$ cat config.mk
export PLATFORM = sky130hd
export DESIGN_NAME = metric_clock_modulator
export DESIGN_NICKNAME = d
export VERILOG_FILES = /design/src/rtl/core/mcm_pkg.sv /design/src/rtl/core/mcm_div.sv /design/src/rtl/core/metric_clock_modulator.sv
export VERILOG_INCLUDE_DIRS = /design/src /design/src/rtl/core
export SDC_FILE = /design/constraint.sdc
export NUM_CORES = 2
export LEC_CHECK = 0
export BUFFER_PORTS_ARGS = -buffer_cell sky130_fd_sc_hd__buf_4
export CAP_MARGIN = 5
export CORE_UTILIZATION = 30
export CTS_CLUSTER_DIAMETER = 80
export DETAILED_ROUTE_END_ITERATION = 16
export SKIP_CTS_REPAIR_TIMING = 1
export SLEW_MARGIN = 20
export SYNTH_ARGS = -nofsm -noshare
export SYNTH_HDL_FRONTEND = slang
export SYNTH_SLANG_ARGS = --single-unit
$ cat constraint.sdc
create_clock -name clk -period 8.4 [get_ports clk]
set_input_delay 0.42 -clock clk [delete_from_list [all_inputs] [get_ports clk]]
set_output_delay 0.42 -clock clk [all_outputs]
set_load 0.01 [all_outputs]
$ cat src/rtl/core/metric_clock_modulator_defines.svh
// Assertion macros for the metric clock modulator.
// Used by metric_clock_modulator.sv; expects clk and arst_n in scope.
`ifndef METRIC_CLOCK_MODULATOR_DEFINES_SVH
`define METRIC_CLOCK_MODULATOR_DEFINES_SVH

// Condition that must hold at every edge out of reset.
`define MCM_ASSERT_ALWAYS(label, cond, msg) \
	label: assert property (@(posedge clk) disable iff (!arst_n) (cond)) else $error(msg);

// Same-cycle implication.
`define MCM_ASSERT_IMP(label, ante, cons, msg) \
	label: assert property (@(posedge clk) disable iff (!arst_n) (ante) |-> (cons)) \
		else $error(msg);

`endif

$ cat src/rtl/core/mcm_pkg.sv
// Shared constants and helpers for the metric clock modulator.
// No dependencies.
package mcm_pkg;
	localparam int PHASE_BITS_DEF = 16;
	localparam int MAX_BEATS      = 16;
	localparam int BEAT_CAP       = (MAX_BEATS < 31) ? MAX_BEATS : 31;
	localparam int COUNT_W        = 5;
	localparam int TEMPO_W        = 16;
	// divisor width: a tempo part times a count
	localparam int DEN_W          = TEMPO_W + COUNT_W;

	function automatic logic [COUNT_W-1:0] clamp_count(input logic [COUNT_W-1:0] v);
		logic [COUNT_W-1:0] r;
		r = v;
		if (v == '0)
			r = COUNT_W'(1);
		else if (v > COUNT_W'(BEAT_CAP))
			r = COUNT_W'(BEAT_CAP);
		return r;
	endfunction
endpackage

$ cat src/rtl/core/mcm_div.sv
// Shared restoring divider, one quotient bit per cycle.
// Depends on mcm_pkg.
module mcm_div
	import mcm_pkg::*;
#(
	parameter int NUM_W = 48
) (
	input  logic             clk,
	input  logic             arst_n,
	input  logic             start,
	input  logic [NUM_W-1:0] num,
	input  logic [DEN_W-1:0] den,
	output logic             done,
	output logic [NUM_W-1:0] quot,
	output logic [DEN_W-1:0] rem
);
	localparam int CNT_W = $clog2(NUM_W + 1);

	logic             busy_q;
	logic             done_q;
	logic [CNT_W-1:0] cnt_q;
	logic [NUM_W-1:0] quot_q;
	logic [DEN_W-1:0] rem_q;
	logic [DEN_W-1:0] den_q;
	logic [DEN_W:0]   trial;
	logic             fits;

	assign trial = {rem_q, quot_q[NUM_W-1]};
	assign fits  = trial >= {1'b0, den_q};

	always_ff @(posedge clk or negedge arst_n) begin
		if (!arst_n) begin
			busy_q <= 1'b0;
			done_q <= 1'b0;
			cnt_q  <= '0;
		end else begin
			done_q <= 1'b0;
			if (start) begin
				busy_q <= 1'b1;
				cnt_q  <= CNT_W'(NUM_W);
			end else if (busy_q) begin
				cnt_q <= cnt_q - CNT_W'(1);
				if (cnt_q == CNT_W'(1)) begin
					busy_q <= 1'b0;
					done_q <= 1'b1;
				end
			end
		end
	end

	always_ff @(posedge clk) begin
		if (start) begin
			quot_q <= num;
			rem_q  <= '0;
			den_q  <= den;
		end else if (busy_q) begin
			quot_q <= {quot_q[NUM_W-2:0], fits};
			rem_q  <= fits ? DEN_W'(trial - {1'b0, den_q}) : DEN_W'(trial);
		end
	end

	assign done = done_q;
	assign quot = quot_q;
	assign rem  = rem_q;
endmodule

$ cat src/rtl/core/metric_clock_modulator.sv
// Metric clock modulator top level: sequencer, state and result register.
// Depends on mcm_pkg, mcm_div and metric_clock_modulator_defines.svh.
//
// One transaction in carries a root clock phase sample plus controls; one
// transaction out carries four gates, two flags and the effective beats and
// subdivisions. All divisions, remainders and the gcd of a modulation run
// through one shared restoring divider (NUM_W = 32 + PHASE_BITS bits, one
// bit a cycle). An ordinary item takes three divisions from acceptance to the
// result register; a root wrap adds one division, and a measure step adds
// one more. A modulation adds one division per gcd step (at most about 30)
// and two more to reduce the fraction. in_stall is high from acceptance
// until the result is loaded into the output register; the next transaction
// can be taken while that result still waits.
`include "metric_clock_modulator_defines.svh"
module metric_clock_modulator
	import mcm_pkg::*;
#(
	parameter int PHASE_BITS = PHASE_BITS_DEF
) (
	input  logic               clk,
	input  logic               arst_n,
	input  logic               in_valid,
	output logic               in_stall,
	input  logic [15:0]        root_phase,
	input  logic [COUNT_W-1:0] beats_request,
	input  logic [COUNT_W-1:0] subdivisions_request,
	input  logic               tempo_reset,
	input  logic               metric_modulation,
	input  logic               round_trip,
	input  logic               invert_request,
	input  logic               latch_at_downbeat,
	input  logic [15:0]        pulse_width,
	input  logic [15:0]        phase_offset,
	output logic               out_valid,
	input  logic               out_stall,
	output logic               beat_gate,
	output logic               downbeat_gate,
	output logic               subdivision_gate,
	output logic               shifted_gate,
	output logic               modulate_flag,
	output logic               invert_taken,
	output logic [COUNT_W-1:0] beats_now,
	output logic [COUNT_W-1:0] subdivisions_now
);
	localparam int PB    = PHASE_BITS;
	localparam int NUM_W = 32 + PB;
	localparam int SH_L  = (PB >= 16) ? PB - 16 : 0;
	localparam int SH_R  = (PB >= 16) ? 0 : 16 - PB;

	typedef enum logic [4:0] {
		ST_IDLE, ST_WRAP, ST_WRAP_W, ST_MUL, ST_SCALE_W, ST_MBC_W, ST_LATCH,
		ST_FRAC, ST_GCD, ST_GCD_W, ST_RN_W, ST_RD_W, ST_MAPPLY, ST_INV,
		ST_FIN, ST_DB_W, ST_SD_W, ST_OUT
	} state_t;

	function automatic logic [PB-1:0] to_phase(input logic [15:0] x);
		logic [PB+15:0] w;
		w = ((PB + 16)'(x) << SH_L) >> SH_R;
		return w[PB-1:0];
	endfunction

	state_t state_q;

	// captured transaction
	logic [PB-1:0]      rp_q, pw_q, off_q;
	logic [COUNT_W-1:0] b_q, s_q;
	logic               rst_q, mm_q, rt_q, inv_q, lad_q;

	// persistent state
	logic [PB:0]        last_root_q, last_scaled_q;
	logic [TEMPO_W-1:0] rwc_q, tempo_mul_q, tempo_div_q, saved_mul_q, saved_div_q;
	logic [COUNT_W-1:0] mbc_q, beats_held_q, subs_held_q;
	logic               mod_lock_q, inv_lock_q;

	// working values
	logic [PB-1:0]      scaled_q;
	logic [DEN_W-1:0]   n_q, d_q, gx_q, gy_q;
	logic               modflag_q, taken_q, db_q;

	// result register
	logic               out_valid_q;
	logic               beat_q, down_q, sub_q, shift_q, oflag_q, otaken_q;
	logic [COUNT_W-1:0] obeats_q, osubs_q;

	// divider
	logic               div_start_q, div_done;
	logic [NUM_W-1:0]   div_num_q, div_quot;
	logic [DEN_W-1:0]   div_den_q, div_rem;

	logic [DEN_W-1:0]   bh_den;
	logic [PB-1:0]      shifted_sum;

	assign bh_den      = DEN_W'(beats_held_q);
	assign shifted_sum = scaled_q + off_q;
	assign in_stall    = (state_q != ST_IDLE);

	mcm_div #(
		.NUM_W(NUM_W)
	) u_div (
		.clk    (clk),
		.arst_n (arst_n),
		.start  (div_start_q),
		.num    (div_num_q),
		.den    (div_den_q),
		.done   (div_done),
		.quot   (div_quot),
		.rem    (div_rem)
	);

	always_ff @(posedge clk or negedge arst_n) begin
		if (!arst_n) begin
			state_q       <= ST_IDLE;
			last_root_q   <= (PB + 1)'(1) << PB;
			last_scaled_q <= (PB + 1)'(1) << PB;
			rwc_q         <= '0;
			mbc_q         <= '0;
			tempo_mul_q   <= TEMPO_W'(1);
			tempo_div_q   <= TEMPO_W'(1);
			saved_mul_q   <= TEMPO_W'(1);
			saved_div_q   <= TEMPO_W'(1);
			beats_held_q  <= COUNT_W'(1);
			subs_held_q   <= '0;
			mod_lock_q    <= 1'b0;
			inv_lock_q    <= 1'b0;
			out_valid_q   <= 1'b0;
			div_start_q   <= 1'b0;
		end else begin
			div_start_q <= 1'b0;
			if (out_valid_q && !out_stall)
				out_valid_q <= 1'b0;

			unique case (state_q)
				ST_IDLE: begin
					if (in_valid) begin
						rp_q      <= to_phase(root_phase);
						pw_q      <= to_phase(pulse_width);
						off_q     <= to_phase(phase_offset);
						b_q       <= clamp_count(beats_request);
						s_q       <= clamp_count(subdivisions_request);
						rst_q     <= tempo_reset;
						mm_q      <= metric_modulation;
						rt_q      <= round_trip;
						inv_q     <= invert_request;
						lad_q     <= latch_at_downbeat;
						modflag_q <= 1'b0;
						taken_q   <= 1'b0;
						state_q   <= ST_WRAP;
					end
				end
				ST_WRAP: begin
					last_root_q <= {1'b0, rp_q};
					if (last_root_q > {1'b0, rp_q}) begin
						div_num_q   <= NUM_W'(rwc_q) + NUM_W'(1);
						div_den_q   <= DEN_W'(tempo_div_q);
						div_start_q <= 1'b1;
						state_q     <= ST_WRAP_W;
					end else begin
						state_q <= ST_MUL;
					end
				end
				ST_WRAP_W: begin
					if (div_done) begin
						rwc_q   <= div_rem[TEMPO_W-1:0];
						state_q <= ST_MUL;
					end
				end
				ST_MUL: begin
					// (wraps * ONE + root) * tempo_mul, divided by tempo_div next
					div_num_q   <= NUM_W'({rwc_q, rp_q}) * NUM_W'(tempo_mul_q);
					div_den_q   <= DEN_W'(tempo_div_q);
					div_start_q <= 1'b1;
					state_q     <= ST_SCALE_W;
				end
				ST_SCALE_W: begin
					if (div_done) begin
						scaled_q <= div_quot[PB-1:0];
						if (last_scaled_q > {1'b0, div_quot[PB-1:0]}) begin
							div_num_q   <= NUM_W'(mbc_q) + NUM_W'(1);
							div_den_q   <= bh_den;
							div_start_q <= 1'b1;
							state_q     <= ST_MBC_W;
						end else begin
							state_q <= ST_FIN;
						end
					end
				end
				ST_MBC_W: begin
					if (div_done) begin
						mbc_q   <= div_rem[COUNT_W-1:0];
						state_q <= ST_LATCH;
					end
				end
				ST_LATCH: begin
					if (lad_q && mbc_q != '0) begin
						state_q <= ST_FIN;
					end else begin
						beats_held_q <= b_q;
						subs_held_q  <= s_q;
						if (rst_q) begin
							tempo_mul_q <= TEMPO_W'(1);
							tempo_div_q <= TEMPO_W'(1);
						end
						if (mm_q && !mod_lock_q) begin
							state_q <= ST_FRAC;
						end else begin
							if (rt_q) begin
								if (!mm_q) begin
									tempo_mul_q <= saved_mul_q;
									tempo_div_q <= saved_div_q;
								end
								modflag_q <= 1'b1;
							end
							state_q <= ST_INV;
						end
					end
				end
				ST_FRAC: begin
					n_q     <= DEN_W'(tempo_mul_q) * DEN_W'(s_q);
					d_q     <= DEN_W'(tempo_div_q) * DEN_W'(b_q);
					gx_q    <= DEN_W'(tempo_mul_q) * DEN_W'(s_q);
					gy_q    <= DEN_W'(tempo_div_q) * DEN_W'(b_q);
					state_q <= ST_GCD;
				end
				ST_GCD: begin
					div_start_q <= 1'b1;
					if (gy_q == '0) begin
						div_num_q <= NUM_W'(n_q);
						div_den_q <= gx_q;
						state_q   <= ST_RN_W;
					end else begin
						div_num_q <= NUM_W'(gx_q);
						div_den_q <= gy_q;
						state_q   <= ST_GCD_W;
					end
				end
				ST_GCD_W: begin
					if (div_done) begin
						gx_q    <= gy_q;
						gy_q    <= div_rem;
						state_q <= ST_GCD;
					end
				end
				ST_RN_W: begin
					if (div_done) begin
						n_q         <= div_quot[DEN_W-1:0];
						div_num_q   <= NUM_W'(d_q);
						div_den_q   <= gx_q;
						div_start_q <= 1'b1;
						state_q     <= ST_RD_W;
					end
				end
				ST_RD_W: begin
					if (div_done) begin
						d_q     <= div_quot[DEN_W-1:0];
						state_q <= ST_MAPPLY;
					end
				end
				ST_MAPPLY: begin
					// oversized reduced fraction: modulation refused
					if (n_q[DEN_W-1:TEMPO_W] == '0 && d_q[DEN_W-1:TEMPO_W] == '0) begin
						if (rt_q) begin
							saved_mul_q <= tempo_mul_q;
							saved_div_q <= tempo_div_q;
						end
						tempo_mul_q <= n_q[TEMPO_W-1:0];
						tempo_div_q <= d_q[TEMPO_W-1:0];
						mod_lock_q  <= 1'b1;
						subs_held_q <= beats_held_q;
						s_q         <= beats_held_q;
						modflag_q   <= 1'b1;
					end
					state_q <= ST_INV;
				end
				ST_INV: begin
					if (inv_q && !inv_lock_q) begin
						taken_q      <= 1'b1;
						beats_held_q <= s_q;
						subs_held_q  <= b_q;
						inv_lock_q   <= 1'b1;
						b_q          <= s_q;
						s_q          <= b_q;
					end
					state_q <= ST_FIN;
				end
				ST_FIN: begin
					if (!mm_q)
						mod_lock_q <= 1'b0;
					if (!(inv_q && !taken_q))
						inv_lock_q <= 1'b0;
					last_scaled_q <= {1'b0, scaled_q};
					div_num_q     <= NUM_W'({mbc_q, scaled_q});
					div_den_q     <= bh_den;
					div_start_q   <= 1'b1;
					state_q       <= ST_DB_W;
				end
				ST_DB_W: begin
					if (div_done) begin
						db_q        <= div_quot < NUM_W'(pw_q);
						div_num_q   <= NUM_W'({mbc_q, scaled_q}) * NUM_W'(subs_held_q);
						div_den_q   <= bh_den;
						div_start_q <= 1'b1;
						state_q     <= ST_SD_W;
					end
				end
				ST_SD_W: begin
					if (div_done) begin
						sub_q   <= div_quot[PB-1:0] < pw_q;
						state_q <= ST_OUT;
					end
				end
				ST_OUT: begin
					if (!out_valid_q || !out_stall) begin
						out_valid_q <= 1'b1;
						beat_q      <= scaled_q < pw_q;
						down_q      <= db_q;
						shift_q     <= shifted_sum < pw_q;
						oflag_q     <= modflag_q;
						otaken_q    <= taken_q;
						obeats_q    <= b_q;
						osubs_q     <= s_q;
						state_q     <= ST_IDLE;
					end
				end
				default: state_q <= ST_IDLE;
			endcase
		end
	end

	assign out_valid        = out_valid_q;
	assign beat_gate        = beat_q;
	assign downbeat_gate    = down_q;
	assign subdivision_gate = sub_q;
	assign shifted_gate     = shift_q;
	assign modulate_flag    = oflag_q;
	assign invert_taken     = otaken_q;
	assign beats_now        = obeats_q;
	assign subdivisions_now = osubs_q;

	// tempo parts never reach zero, so no division by zero
	`MCM_ASSERT_ALWAYS(a_tempo_nonzero, tempo_div_q != '0 && tempo_mul_q != '0, "tempo part is zero")
	`MCM_ASSERT_ALWAYS(a_beats_range, beats_held_q != '0 && beats_held_q <= COUNT_W'(BEAT_CAP), "held beats out of range")
	`MCM_ASSERT_ALWAYS(a_mbc_range, mbc_q < COUNT_W'(BEAT_CAP), "measure count out of range")
	`MCM_ASSERT_IMP(a_gcd_start, state_q == ST_GCD, !div_start_q && gx_q != '0, "gcd step with stale divider")
endmodule
==> flow_summary.toml <==
[synthesis]
synth_warnings = 0
synth.avg_cell_area_um2 = 9.54
seq_area_frac_synth_pct = 28.8
ys.flop_type = "edfxtp_1"
synthCells = 4980
synth_commonest_cells = "nand2_1, inv_1, fa_1"
synth_top_cell_by_area = "fa_1"
syn-cell-area_mm2 = 0.0475
netlist.area_leader.share_pct = 23.6
yosysMostFrequentCell = "nand2_1"
syn-num-nets = 5938
synthDistinctLibCells = 75
async_reset_ff_share_pct = 30.0
yosys-top-cells-area = "fa_1, edfxtp_1, ha_1"
synth-edff-count = 320
ys_ff_latch = 487

[floorplanning]
fp.dieH_um = 400
die_area_mm2 = 0.160
row_count = 145
start_util_pct = 30.3
coreArea_mm2 = 0.157
io-pin-count = 85
die_w_um = 400

[global_routing]
grt_max_degree = 65
globalRoute.totalOverflow = 0
grt-busiest-layer = "met2"
use_met3_pct = 2.71
antenna_found_initial = 6
grt_pass1_vias = 36800
use_met1_pct = 24.2
grt_pass1_wl_mm = 222
grtUsageTotal_pct = 18.0
globalRouteMet2Util_pct = 29.2

[placement]
placed_area_mm2 = 0.0504
dp.final_hpwl_mm = 108
placed_cells = 6954
portBuffers = 84
finalWeightedCongestion = 0.950

[timing]
finClkSkew_ns = 0.0581
setup_viol = 0
period_needed_ns = 7.43
drv_slew = 0
worst_hold_slack_ns = 0.00578
setup_tns_ns = 0
max_freq_mhz = 135
timing.final.crit_share_pct = 88.5
hold_viol = 0
slew_headroom_pct = 27.6
tightest_slew_ns = 1.09
rsz0062_at_grt = "false"

[detailed_routing]
wl_mm = 143
antenna_left = 0
viasPerCell = 5.07
drcViolationCount = 0
drt_iter0_drc = 3298
post_drt_wl_per_cell_um = 20.0
first_pass_iters = 9
via_count = 36100

[power_and_ir_drop]
power_density_mw_per_mm2 = 100
p_sw_share_pct = 22.2
pwr-share-comb_pct = 1.3
clkPwrFrac_pct = 51.0
switching_power_uw = 1180
cellLeakagePower_uw = 0.0245
p_int_uw = 4140
p_seq_share_pct = 47.7
vdd_drop_max_uv = 179

[clocking]
root_buffer = "clkbuf_16"
cts.clk_slew.worst_paths_ns = 0.06
clk_latency_ns = 0.70
cts.htree.levels = 2
cts_made_buffers = 59
clock_path_buffers = 3
cts_sinks = 487
cts_tree = "yes"

[finish]
final_area_mm2 = 0.0531
drive_above_1_share_pct = 7.90
final_cell_count_no_fill = 7123
area_delta_synth_final_pct = 11.8
nets = 5971

[run]
cap_viol_max_count = 0

[worst_setup_path]
path_max_fanout = 21
crit_arrival_ns = 7.83
crit_path_end_kind = "register"
crit_type = "register to register"
crit_required_ns = 8.80
cp-start-kind = "register"

[hold_path]
hp-class = "primary input to register"

[outcome]
status = "completed"
[placed cells by master (no fill, tap or decap), drive strengths merged, types with 8 or more instances in the layout]
cell type    Yosys  routed
nand4           21      21
dfrtp          139     139
dlygate4sd3      0      55
o22ai            8       8
ha             330     330
mux2            96      96
edfxtp         320     320
nand3           47      47
xor2            63      63
nand2          851     851
inv            695     698
a21o            83      83
and2           334     334
xnor2           74      74
o31ai            9       9
nor4            17      17
mux2i           23      23
a222oi          21      21
fa             561     561
or3             11      11
nor2           193     193
clkinv           0      16
a211oi          40      40
nand2b          33      33
nor2b           29      29
clkinvlp         0       8
a21oi          203     203
a221oi          11      11
nor3            51      51
nor3b           11      11
clkbuf         229      78
a31oi           21      21
o21bai          20      20
o211ai           9       9
dfxtp           21      21
and3            46      46
buf             20     166
o21ai          211     211
o21a            19      19
a22o             9       9
[path summary, 6_finish.rpt]
check | cells past startpoint | slack [ns] | startpoint | endpoint
max | 18 | 0.97 | tempo_mul_q[1]$_DFFE_PN0P_ | div_num_q[47]$_DFFE_PP_
min | 3 | 0.006 | beats_request[3] | b_q[3]$_DFFE_PP_
max reg2reg | 18 | 0.97 | tempo_mul_q[1]$_DFFE_PN0P_ | div_num_q[47]$_DFFE_PP_
min reg2reg | 0 | 0.42 | div_den_q[14]$_DFFE_PP_ | u_div.den_q[14]$_DFFE_PP_
max in group asynchronous | 4 | 6.18 | arst_n | rwc_q[6]$_DFFE_PN0P_
min in group asynchronous | 2 | 0.27 | arst_n | u_div.cnt_q[4]$_DFFE_PN0P_
[power groups by stage]
stage | Combinational (µW) | Clock, µW | Sequential [µW]
6_report | 67.6 | 2710 | 2540
5_1_grt | 74.5 | 2830 | 2540
4_1_cts | 48.2 | 2760 | 2540
3_5_place_dp | 48.1 | 0 | 2590
3_3_place_gp | 47.3 | 0 | 2590
2_1_floorplan | 3.10 | 0 | 2590
[through the flow]
stage / setup WS (ns) / util [%] / power (µW)
3_5_place_dp: 1.09 / 32.2 / 2630
3_3_place_gp: 1.14 / 32.2 / 2630
4_1_cts: 1.02 / 33.5 / 5340
2_1_floorplan: 1.49 / - / 2590
6_report: 0.969 / 33.9 / 5320
5_1_grt: 0.717 / 33.9 / 5440
[cells by family after synthesis]
group | share of synthesized area [%]
simple gates | 16.3
flops | 28.8
buf+inv | 7.48
xor+xnor | 2.53
compound gates | 9.76
fa+ha+maj | 32.3
mux | 2.76
[state kept, by name (all words and copies together) (netlist names), 17 cells and up]
name and count:
div_num_q 48, last_root_q 17, d_q 21, u_div.rem 21
gx_q 21, u_div.quot 48, last_scaled_q 17, div_den_q 21
u_div.den_q 21, n_q 21, gy_q 21
[critical path, stage by stage, from the launching register on]
cell      delay [ns]
dfrtp_1         0.93
buf_4           0.39
nand2_1         0.11
fa_1            0.53
fa_1            0.46
fa_1            0.44
fa_1            0.48
inv_1           0.05
fa_1            0.55
fa_1            0.42
ha_1            0.36
and3_1          0.19
o211ai_1        0.12
a211o_1         0.38
a31oi_1         0.29
a31oi_1         0.24
a21oi_1         0.67
nand4_1         0.21
a211o_1         0.30
[layer usage]
layer  vias to the layer above  wire length, µm
met3                       283            11400
li1                      16300                -
met5                         -               38
met4                         2             6100
met1                     18100            59400
met2                      1495            65700
[area by class of cell]
| type | instances | area (µm²) |
|---|---|---|
| Clock inverter | 33 | 444 |
| Timing Repair Buffer | 221 | 1820 |
| Tap cell | 2058 | 2570 |
| Inverter | 695 | 2610 |
| Antenna cell | 2 | 5.00 |
| Fill cell | 16000 | 104000 |
| Sequential cell | 487 | 13700 |
| Multi-Input combinational cell | 3549 | 30300 |
| Clock buffer | 78 | 1620 |
No activity file was read; power rests on OpenSTA's default activity.
